**src/design/idll_pkg.sv**
```systemverilog
// shared types and constants for the indexed doubly linked list engine
package idll_pkg;

   localparam int SlotBits = 8;
   localparam int ValueBits = 32;
   localparam int Capacity = 255;

   typedef logic [SlotBits-1:0] slot_type;
   typedef logic [ValueBits-1:0] value_type;

   typedef enum logic [2:0] {
      OP_PUSH_FRONT   = 3'd0,
      OP_PUSH_BACK    = 3'd1,
      OP_INSERT_BEFORE = 3'd2,
      OP_INSERT_AFTER = 3'd3,
      OP_DELETE       = 3'd4
   } op_type;

   typedef enum logic [1:0] {
      ST_OK       = 2'd0,
      ST_FULL     = 2'd1,
      ST_BAD_POS  = 2'd2
   } status_type;

   // controller to datapath
   typedef struct packed {
      logic load;        // capture request
      logic clear_init;  // step free chain init sweep
      logic walk_read;   // issue next link read for walk
      logic walk_step;   // advance walk cursor from read data
      logic link_read;   // read prev/next of anchor
      logic commit;      // apply link updates
      logic fail_full;
      logic fail_pos;
   } cmd_type;

   // datapath to controller
   typedef struct packed {
      logic init_done;
      logic pos_bad;
      logic is_full;
      logic needs_pos;
      logic is_valid_op;
      logic walk_done;
   } sts_type;

endpackage

```
**src/design/idll_ctrl.sv**
```systemverilog
// controller state machine for the list engine
module idll_ctrl (
   input  logic               clock,
   input  logic               reset,
   input  logic               req_fire,
   input  logic               rsp_free,
   input  idll_pkg::sts_type  sts,
   output idll_pkg::cmd_type  cmd,
   output logic               req_tready,
   output logic               rsp_load
);

   typedef enum logic [6:0] {
      S_INIT   = 7'b0000001,
      S_IDLE   = 7'b0000010,
      S_CHECK  = 7'b0000100,
      S_WREAD  = 7'b0001000,
      S_WSTEP  = 7'b0010000,
      S_LREAD  = 7'b0100000,
      S_COMMIT = 7'b1000000
   } state_type;

   state_type state_ff, state_in;

   always_ff @(posedge clock) begin
      if (reset) state_ff <= S_INIT;
      else state_ff <= state_in;
   end

   assign req_tready = (state_ff == S_IDLE);

   always_comb begin
      state_in = state_ff;
      cmd = '0;
      rsp_load = 1'b0;
      unique case (state_ff)
         S_INIT: begin
            cmd.clear_init = 1'b1;
            if (sts.init_done) state_in = S_IDLE;
         end
         S_IDLE: begin
            if (req_fire) begin
               cmd.load = 1'b1;
               state_in = S_CHECK;
            end
         end
         S_CHECK: begin
            if (!sts.is_valid_op) begin
               if (rsp_free) begin
                  rsp_load = 1'b1; state_in = S_IDLE;
               end
            end else if (sts.needs_pos && sts.pos_bad) begin
               if (rsp_free) begin
                  cmd.fail_pos = 1'b1; rsp_load = 1'b1; state_in = S_IDLE;
               end
            end else if (sts.is_full) begin
               if (rsp_free) begin
                  cmd.fail_full = 1'b1; rsp_load = 1'b1; state_in = S_IDLE;
               end
            end else if (sts.needs_pos) begin
               state_in = sts.walk_done ? S_LREAD : S_WREAD;
            end else begin
               state_in = S_LREAD;
            end
         end
         S_WREAD: begin
            if (sts.walk_done) begin
               state_in = S_LREAD;
            end else begin
               cmd.walk_read = 1'b1;
               state_in = S_WSTEP;
            end
         end
         S_WSTEP: begin
            cmd.walk_step = 1'b1;
            state_in = S_WREAD;
         end
         S_LREAD: begin
            cmd.link_read = 1'b1;
            state_in = S_COMMIT;
         end
         S_COMMIT: begin
            if (rsp_free) begin
               cmd.commit = 1'b1;
               rsp_load = 1'b1;
               state_in = S_IDLE;
            end
         end
         default: state_in = S_INIT;
      endcase
   end

endmodule

```
**config.mk**
```make
export PLATFORM = sky130hd
export DESIGN_NAME = idll_ctrl
export DESIGN_NICKNAME = d
export VERILOG_FILES = /design/src/design/idll_pkg.sv /design/src/design/idll_ctrl.sv
export SDC_FILE = /design/constraint.sdc
export NUM_CORES = 1
export LEC_CHECK = 0
export ABC_AREA = 1
export BUFFER_PORTS_ARGS = -buffer_cell sky130_fd_sc_hd__buf_2
export CAP_MARGIN = 25
export CORE_AREA = 5 5 42 44
export CTS_CLUSTER_DIAMETER = 100
export DETAILED_ROUTE_END_ITERATION = 10
export DIE_AREA = 0 0 47 49
export PLACE_DENSITY_LB_ADDON = 0.12
export SLEW_MARGIN = 20
export SYNTH_ARGS = -nofsm -noshare
export SYNTH_HDL_FRONTEND = slang
export SYNTH_SLANG_ARGS = --single-unit
```
**constraint.sdc**
```tcl
create_clock -name clock -period 3 [get_ports clock]
set_clock_uncertainty 0.1 [all_clocks]
set_input_delay 0.6 -clock clock [delete_from_list [all_inputs] [get_ports clock]]
set_output_delay 0.6 -clock clock [all_outputs]
set_load 0.005 [all_outputs]
```
==> impl_metrics.ini, run 1 <==
[status]
status = finished clean

[clock_network]
clockRootBuffer = clkbuf_4
clk_latency_ns = 0.25
h-tree-depth = 1
cts-resized-gates = 0
cts_hold_buffers = 0
cts_setup_buffers = 0
clock_path_buffers = 2
cts-buffers-inserted = 3
clk_pin_slew_ns = 0.05
cts_tree = built
cts.sinks = 7

[setup_path]
cpMaxStageDelayCell = dfxtp_1
crit_path_end_kind = primary output
critPathMaxFanout = 6
critical_path.top_delay_family = simple AND/OR/NAND/NOR gates
path_buf_inv = 1
r2r_start = state_ff[4]
crit_start = state_ff[0]
critical-path-max-stage-delay_ns = 0.34
required_ns = 2.30
timing.critical_path.from_type = flip-flop
worstSetupPathType = reg2out
arrival_ns = 1.44
worstPathCellList = nor2_4, nand3_1, nor2_2, nand2_1, nor3_1, buf_2

[logic_synthesis]
yosysMostFrequentCell = inv_1
ys_seq_area_share_pct = 25.5
synth-seq-cells = 7
synth.area.top_cells = dfxtp_1, inv_1, nand3_2
synthCells = 82
synthFlopType = dfxtp_1
yosysTopAreaCellShare_pct = 25.5
synth_cell_type_count = 21
netlist_area_um2 = 551
yosysWarnings = 0
synth-edff-count = 0
synth_fp_nets = 92
synthTopCellsByCount = inv_1, dfxtp_1, nand2_1, nand3_1, nor2_1
async_flop_share_pct = 0
syn_avg_cell_area_um2 = 6.71
post-synth-top-area-cell = dfxtp_1

[global_route]
grt_use_met1_pct = 17.8
grt_use_total_pct = 13.2
grt_use_met2_pct = 17.9
grt_pass1_vias = 508
grt_max_degree = 8
grt_pass1_wl_um = 2180
antenna_found_initial = 0
grt-busiest-layer = met2
grt_overflow_total = 0
grt_use_met3_pct = 3.32

[min_path]
min_path_type = in2reg
hp-start = sts[0]

[floorplanning]
coreArea_um2 = 1400
dieArea_um2 = 2300
initial_core_util_pct = 39.3
die_x_um = 47
die_y_um = 49
num_io_pins = 20
rows = 14

[place]
portBuffers = 19
place_congestion = 0.827
hpwl_um = 1070

[layout]
drive_gt1_share_pct = 36.2
fillers = 153
antenna_cells = 0
fin_nets = 116
largest_reg_flops = 7
area_growth_pct = 25.7
regMostFlops = state_ff
reg.largest.list = state_ff: 7 flops

[timing]
maxSlewHeadroom_pct = 81.7
hold_ws_ns = 0.442
final.period_utilization_pct = 71.4
rsz0062_at_grt = no
drv_slew = 0
tightest_slew_ns = 0.273
max_clock_freq_mhz = 467
finalSetupTns_ns = 0
hold_violations = 0
min_period_ns = 2.14
finalSetupViolCount = 0

[power]
ir_worst_vdd_mv = 0.235
power.leakage_nw = 0.399
power.density_nw_per_um2 = 422
power_uw = 292

[detailed_routing]
drtIter0Drc = 11
dr_total_vias = 573
ant_nets = 0
drc = 0
firstDrtPassIters = 3
wire_per_inst_um = 10.5
wl_um = 1280
vias_per_cell = 4.74

[run]
max_cap_violations = 0
-- area by class of cell --
class	count	area, µm²	share of cell area [%]
multi-input combinational	52	324	46.8
timing repair buffer	19	95.1	13.7
clock buffer	4	26.3	3.80
inverter	23	86.3	12.5
sequential	7	140	20.3
tap	16	20.0	2.89
-- metal layers --
| metal | vias to the layer above | routed length, µm |
|---|---|---|
| met5 | - | 0 |
| met4 | 0 | 38 |
| met3 | 5 | 97 |
| met2 | 16 | 522 |
| met1 | 241 | 617 |
| li1 | 311 | - |
-- cells in the final DEF, fill, tap and decap left out, drive strengths merged --
cell | Yosys | layout
o21ai | 1 | 1
a21oi | 5 | 5
inv | 23 | 23
nor2 | 11 | 11
clkbuf | 0 | 4
buf | 0 | 19
o22ai | 1 | 1
nor3 | 5 | 5
a21o | 1 | 1
a31oi | 2 | 2
nand3 | 12 | 12
nand4 | 5 | 5
o21bai | 1 | 1
nand2 | 8 | 8
dfxtp | 7 | 7
-- power by group --
group	internal [mW]	switching (mW)
clock	0.0507	0.0342
combinational	0.0406	0.0557
sequential	0.101	0.00983
-- kinds of logic (layout without fill, tap and decap cells) --
| kind of cell | count (synthesis) | in the layout | synth area share [%] |
|---|---|---|---|
| buffers and inverters | 23 | 46 | 15.7 |
| and+or+nand+nor | 41 | 41 | 46.6 |
| DFF | 7 | 7 | 25.5 |
| AOI/OAI and AO/OA | 11 | 11 | 12.3 |
-- per-stage QoR --
stage	setup WS (ns)	instances	area, µm²	utilization (%)
final	0.859	121	692	49.4
after global routing	0.724	121	692	49.4
after floorplan	1.32	82	551	-
after global placement	1.10	117	666	47.5
after CTS	0.833	121	692	49.4
after detailed placement	1.09	117	666	47.5
-- final timing paths --
| kind | end | slack, ns | cells past startpoint |
|---|---|---|---|
| worst min register to register | state_ff[6] | 0.48 | 2 |
| worst max-delay path | cmd[0] | 0.86 | 6 |
| worst min-delay path | state_ff[4] | 0.44 | 2 |
| worst max register to register | state_ff[1] | 1.66 | 6 |
Power figures use the tool's default switching activity.
==> run 2: changes to the inputs <==
--- a/config.mk
+++ b/config.mk
@@ -5,13 +5,13 @@
 export SDC_FILE = /design/constraint.sdc
 export NUM_CORES = 1
 export LEC_CHECK = 0
-export ABC_AREA = 1
+export ABC_AREA = 0
 export BUFFER_PORTS_ARGS = -buffer_cell sky130_fd_sc_hd__buf_2
 export CAP_MARGIN = 25
-export CORE_AREA = 5 5 42 44
+export CORE_MARGIN = 5
+export CORE_UTILIZATION = 42
 export CTS_CLUSTER_DIAMETER = 100
 export DETAILED_ROUTE_END_ITERATION = 10
-export DIE_AREA = 0 0 47 49
 export PLACE_DENSITY_LB_ADDON = 0.12
 export SLEW_MARGIN = 20
 export SYNTH_ARGS = -nofsm -noshare
==> constraint.sdc (replaced) <==
create_clock -name clock -period 1.73 [get_ports clock]
set_clock_uncertainty 0.1 [all_clocks]
set_input_delay 0.346 -clock clock [delete_from_list [all_inputs] [get_ports clock]]
set_output_delay 0.346 -clock clock [all_outputs]
set_load 0.005 [all_outputs]
==> run 2 against run 1 <==
The run now ends with negative setup slack left. Final area grew 22%. Area after synthesis decreased by 0.45%. Largest cell class unchanged. Sequential share of layout area fell by 2.5 points. Combinational power is 3.8% higher. Critical path type unchanged. Synthesized cell count fell by 18%. Via count rose by 9.8%. Sequential power up 56%. Global-route usage is 3.8 points higher. Utilization increased by 17 points. Worst setup slack worse by 0.98 ns. Register-to-register slack lost 1.5 ns. Hold slack got worse by 0.22 ns.
==> impl_metrics.ini, run 2 <==
[floorplanning]
dieArea_um2 = 2130
coreArea_um2 = 1270
die_x_um = 46.1
initial_core_util_pct = 43.2
rows = 13
die_y_um = 46.1
num_io_pins = 20

[timing]
finalSetupViolCount = 5
drv_slew = 0
hold_violations = 0
finalWorstSetupSlack_ns = -0.122
rsz0062_at_grt = yes
final.period_utilization_pct = 107
finalSetupTns_ns = -0.370
maxSlewHeadroom_pct = 78.5
min_period_ns = 1.85
hold_ws_ns = 0.226
max_clock_freq_mhz = 540
tightest_slew_ns = 0.322

[status]
violations = negative setup slack
status = complete, but fails checks

[clock_network]
cts-buffers-inserted = 3
cts_tree = built
clock_path_buffers = 2
clk_pin_slew_ns = 0.06
clk_latency_ns = 0.25
h-tree-depth = 1
cts.sinks = 7
clockRootBuffer = clkbuf_4

[place]
place_inst = 104
place_congestion = 0.767
pre_cts_slack_ns = 0.0729
dpl-instance-area_um2 = 684
portBuffers = 19
hpwl_um = 1110

[logic_synthesis]
synth-simple-area-share_pct = 51.8
synthTopCellsByCount = dfxtp_1, nor2_1, inv_1, nand2_1, nor2b_1
netlist_area_um2 = 548
synth.area.top_cells = dfxtp_1, nor2_1, nor2b_1
synth_fp_nets = 77
async_flop_share_pct = 0
synth-seq-cells = 7
ys_seq_area_share_pct = 25.6
synth_cell_type_count = 38
synth-edff-count = 0
synthFlopType = dfxtp_1
synth_xor_area_share_pct = 1.60
synth_top_family_by_area = simple AND/OR/NAND/NOR gates
yosysTopAreaCellShare_pct = 25.6
yosysWarnings = 0
synth.area.mux_share_pct = 1.83
post-synth-top-area-cell = dfxtp_1
yosys.area_share.adder_pct = 0
synthCells = 67
syn_avg_cell_area_um2 = 8.18
synth-compound-area-share_pct = 14.4

[power]
power_frac_comb_pct = 23.7
seq_power_share_pct = 41.2
power.density_nw_per_um2 = 501
power.leakage_nw = 0.402
intPower_uw = 303
clock_power_share_pct = 35.1
p_sw_share_pct = 27.9
p_switching_uw = 118
ir_worst_vdd_mv = 0.467

[run]
max_cap_violations = 0

[setup_path]
critPathMaxFanout = 4
arrival_ns = 1.41
crit_path_end_kind = primary output
reg2reg_setup_slack_ns = 0.21
reg2reg_depth = 5
worstSetupPathType = reg2out
timing.critical_path.from_type = flip-flop
required_ns = 1.28
r2r_start = state_ff[4]
crit-reg2reg-capture = state_ff[0]

[layout]
fin_nets = 111
drive_gt1_share_pct = 57.0
area_growth_pct = 53.4
reg.largest.list = state_ff: 7 flops
final_common_cell = buf_2
regMostFlops = state_ff
layout_common_cells = buf_2, buf_4, nor2_1
fin_cells = 115
stdcell_area_um2 = 841
antenna_cells = 0
largest_reg_flops = 7

[global_route]
grt_pass1_vias = 596
grt_overflow_total = 0
grt_pass1_wl_um = 2600
antenna_found_initial = 0
grt_max_degree = 8
grt_use_total_pct = 17.0

[min_path]
min_to = state_ff[1]
hp-start = reset
hold_depth = 2
min_path_type = in2reg

[detailed_routing]
drc = 0
ant_nets = 0
vias_per_cell = 5.47
wl_um = 1580
firstDrtPassIters = 4
dr_total_vias = 629
drtIter0Drc = 15
wire_per_inst_um = 13.8
[run 2: changes by cell type after synthesis, moves of 3 or more]
cell     delta
nand3_2     -5
inv_1      -15
inv_2       -3
nor2b_1     +4
nand3_1     -4
nand4_1     -5
[run 2: power groups by stage]
stage | registers, mW | logic [mW] | clock network [mW]
floorplan | 0.174 | 0.0461 | 0
global placement | 0.174 | 0.0766 | 0
detailed placement | 0.174 | 0.0780 | 0
CTS | 0.172 | 0.0975 | 0.154
global route | 0.174 | 0.109 | 0.164
finish | 0.173 | 0.0999 | 0.148
[run 2: kinds of logic after synthesis]
logic type,count (synthesis)
compound gates,11
mux,1
xor+xnor,1
simple gates,41
buf+inv,6
flops,7
[run 2: critical path: stages, from the launching register on]
cell	delay [ns]
dfxtp_4	0.35
or2_4	0.25
or3_4	0.35
nor2_4	0.11
buf_6	0.10
[run 2: repair_timing]
| item | CTS | global route |
|---|---|---|
| cloned | 0 | 0 |
| gates resized for setup | 20 | 2 |
| pin swaps | 7 | 2 |
| hold buffers | 0 | 0 |
| endpoints found under the setup margin | 7 | 8 |
| buffers inserted | 7 | 0 |
[run 2: metrics by stage]
stage	utilization (%)	total power [mW]
floorplan	-	0.220
global placement	53.9	0.250
detailed placement	53.9	0.252
CTS	65.6	0.424
global route	66.3	0.447
finish	66.3	0.421
[run 2: layout make-up]
type	instances	area [µm²]
multi-input combinational	54	435
clock buffer	3	22.5
tap	15	18.8
fill	119	428
inverter	5	18.8
clock inverter	1	5.00
timing repair buffer	30	191
sequential	7	149
[run 2: metal layers]
layer / vias up / share of wire (%) / GRT usage (%)
li1: 309 / - / -
met1: 301 / 44 / 22.2
met2: 15 / 51 / 27.7
met3: 4 / 4.1 / 4.30
met4: 0 / 1.3 / 3.98
met5: - / 0 / 0
[run 2: worst max-delay path by stage]
stage / start / endpoint
3_3_place_gp: state_ff[2] / cmd[1]
5_1_grt: state_ff[0] / cmd[0]
6_report: state_ff[4] / cmd[3]
3_5_place_dp: state_ff[1] / cmd[5]
2_1_floorplan: state_ff[3] / cmd[3]
4_1_cts: state_ff[4] / cmd[3]
==> run 3: changes to the inputs <==
--- a/config.mk
+++ b/config.mk
@@ -5,7 +5,7 @@
 export SDC_FILE = /design/constraint.sdc
 export NUM_CORES = 1
 export LEC_CHECK = 0
-export ABC_AREA = 0
+export ABC_AREA = 1
 export BUFFER_PORTS_ARGS = -buffer_cell sky130_fd_sc_hd__buf_2
 export CAP_MARGIN = 25
 export CORE_MARGIN = 5
==> run 3 against run 2 <==
The run now ends clean. Via count is 4.6% higher. Worst setup slack better by 0.14 ns. Final area is 5.7% lower. Sequential share of layout area is 1.5 points higher. Utilization is 3.7 points lower. Critical path depth is 2 higher. Register-to-register slack worse by 0.03 ns. Combinational power is 96% higher. Critical endpoint is now cmd[0]. Global-route usage is 1.7 points lower. Non-clock buffer count is 1 lower.
==> impl_metrics.ini, run 3 (synthesis results as in run 1) <==
[status]
status = finished clean

[detailed_routing]
routed-wl-met2_um = 709
dr_total_vias = 658
wl_met1_um = 624
drc = 0
firstDrtPassIters = 4
wl_um = 1460
dr_wl_met3_um = 119
drtIter0Drc = 22
ant_nets = 0
vias_per_cell = 5.06
wire_per_inst_um = 11.2
maxUsedRoutingLayer = met4

[setup_path]
required_ns = 1.28
timing.critical_path.from_type = flip-flop
arrival_ns = 1.26
crit_path_end_kind = primary output
worstSetupPathType = reg2out
critPathMaxFanout = 3

[power]
power_frac_comb_pct = 36.9
power.leakage_nw = 0.452
p_sw_share_pct = 34.0
ir_worst_vdd_mv = 0.385
intPower_uw = 350
clock_power_share_pct = 26.6
power.density_nw_per_um2 = 668
power_uw = 530
p_switching_uw = 180
seq_power_share_pct = 36.5

[floorplanning]
dieArea_um2 = 2130
rows = 13
die_y_um = 46.2
num_io_pins = 20
die_x_um = 46.2
coreArea_um2 = 1270
initial_core_util_pct = 43.4

[layout]
fillers = 119
layout_common_cells = buf_2, inv_1, buf_4
largest_reg_flops = 7
antenna_cells = 0
reg.largest.list = state_ff: 7 flops
area_growth_pct = 44.1
final_common_cell = buf_2
regMostFlops = state_ff
fin_nets = 126
drive_gt1_share_pct = 50.4
multiInputGateArea_um2 = 339
area.sequential_um2 = 153

[timing]
max_clock_freq_mhz = 585
rsz0062_at_grt = yes
hold_violations = 0
drv_slew = 0
finalSetupViolCount = 0
tightest_slew_ns = 0.272
finalSetupTns_ns = 0
final.period_utilization_pct = 98.8
maxSlewHeadroom_pct = 81.8
min_period_ns = 1.71

[global_route]
grt_pass1_wl_um = 2350
antenna_found_initial = 0
grt_pass1_vias = 578
grt_max_degree = 8
grt_overflow_total = 0
grt_use_total_pct = 15.3

[run]
max_cap_violations = 0

[place]
place_congestion = 0.832
portBuffers = 19
hpwl_um = 1070

[clock_network]
cts.sinks = 7
cts_tree = built
h-tree-depth = 1
cts-buffers-inserted = 3
clock_path_buffers = 2
clockRootBuffer = clkbuf_4
clk_latency_ns = 0.24
clk_pin_slew_ns = 0.05

[min_path]
min_path_type = in2reg
-- run 3: cell count changes in the layout (fill, tap and decap cells not counted), sizes merged, moves of 3 or more --
cell | before | now
nand4 | 0 | 5
nor2b | 4 | 0
nand3 | 3 | 12
inv | 5 | 23
nor3 | 2 | 5
nand2 | 5 | 8
a21oi | 2 | 5
-- run 3: path summary, 6_finish.rpt --
kind	from	end	slack [ns]	depth (start not counted)
min reg2reg	state_ff[6]	state_ff[6]	0.44	2
max reg2reg	state_ff[3]	state_ff[0]	0.18	9
max	state_ff[0]	cmd[0]	0.02	6
min	sts[0]	state_ff[4]	0.19	2
-- run 3: critical path, stage by stage, from the launching register on --
cell,delay (ns)
dfxtp_2,0.33
nor2_4,0.14
nand3_2,0.10
nor2_4,0.11
nand2_1,0.07
nor3_1,0.13
buf_2,0.14
-- run 3: area by class of cell --
type	instances	area share [%]
multi-input cells	52	42.7
repair buffers	29	21.5
flip-flops and latches	7	19.2
inverters	23	10.9
clock buffers	4	3.31
well taps	15	2.37
-- run 3: repair_timing --
| action | CTS | global route |
|---|---|---|
| pin swaps | 6 | 10 |
| hold buffers | 0 | 0 |
| endpoints found under the hold margin | 0 | 0 |
| setup buffers | 4 | 5 |
| setup endpoints to repair | 5 | 10 |
| resized for setup | 3 | 10 |
-- run 3: metal layers --
layer / track usage, % / vias to the layer above
met2: 24.2 / 29
li1: - / 332
met3: 3.91 / 4
met4: 7.39 / 0
met1: 19.0 / 293
met5: 0 / -
-- run 3: power groups by stage --
stage,Sequential [mW],Combinational (mW),Clock [mW]
after CTS,0.194,0.179,0.147
after global placement,0.194,0.172,0
after global routing,0.195,0.219,0.157
after floorplan,0.194,0.121,0
final,0.193,0.196,0.141
after detailed placement,0.195,0.170,0
-- run 3: per-stage QoR --
step / cell area, µm² / utilization, % / hold slack (ns) / instances / setup slack (ns)
6_report: 793 / 62.5 / 0.187 / 130 / 0.0214
5_1_grt: 793 / 62.5 / 0.192 / 130 / -0.0709
4_1_cts: 736 / 58.0 / 0.193 / 125 / -0.000104
3_5_place_dp: 672 / 53.0 / 0.451 / 117 / 0.218
3_3_place_gp: 672 / 53.0 / 0.443 / 117 / 0.223
2_1_floorplan: 551 / - / 0.308 / 82 / 0.331
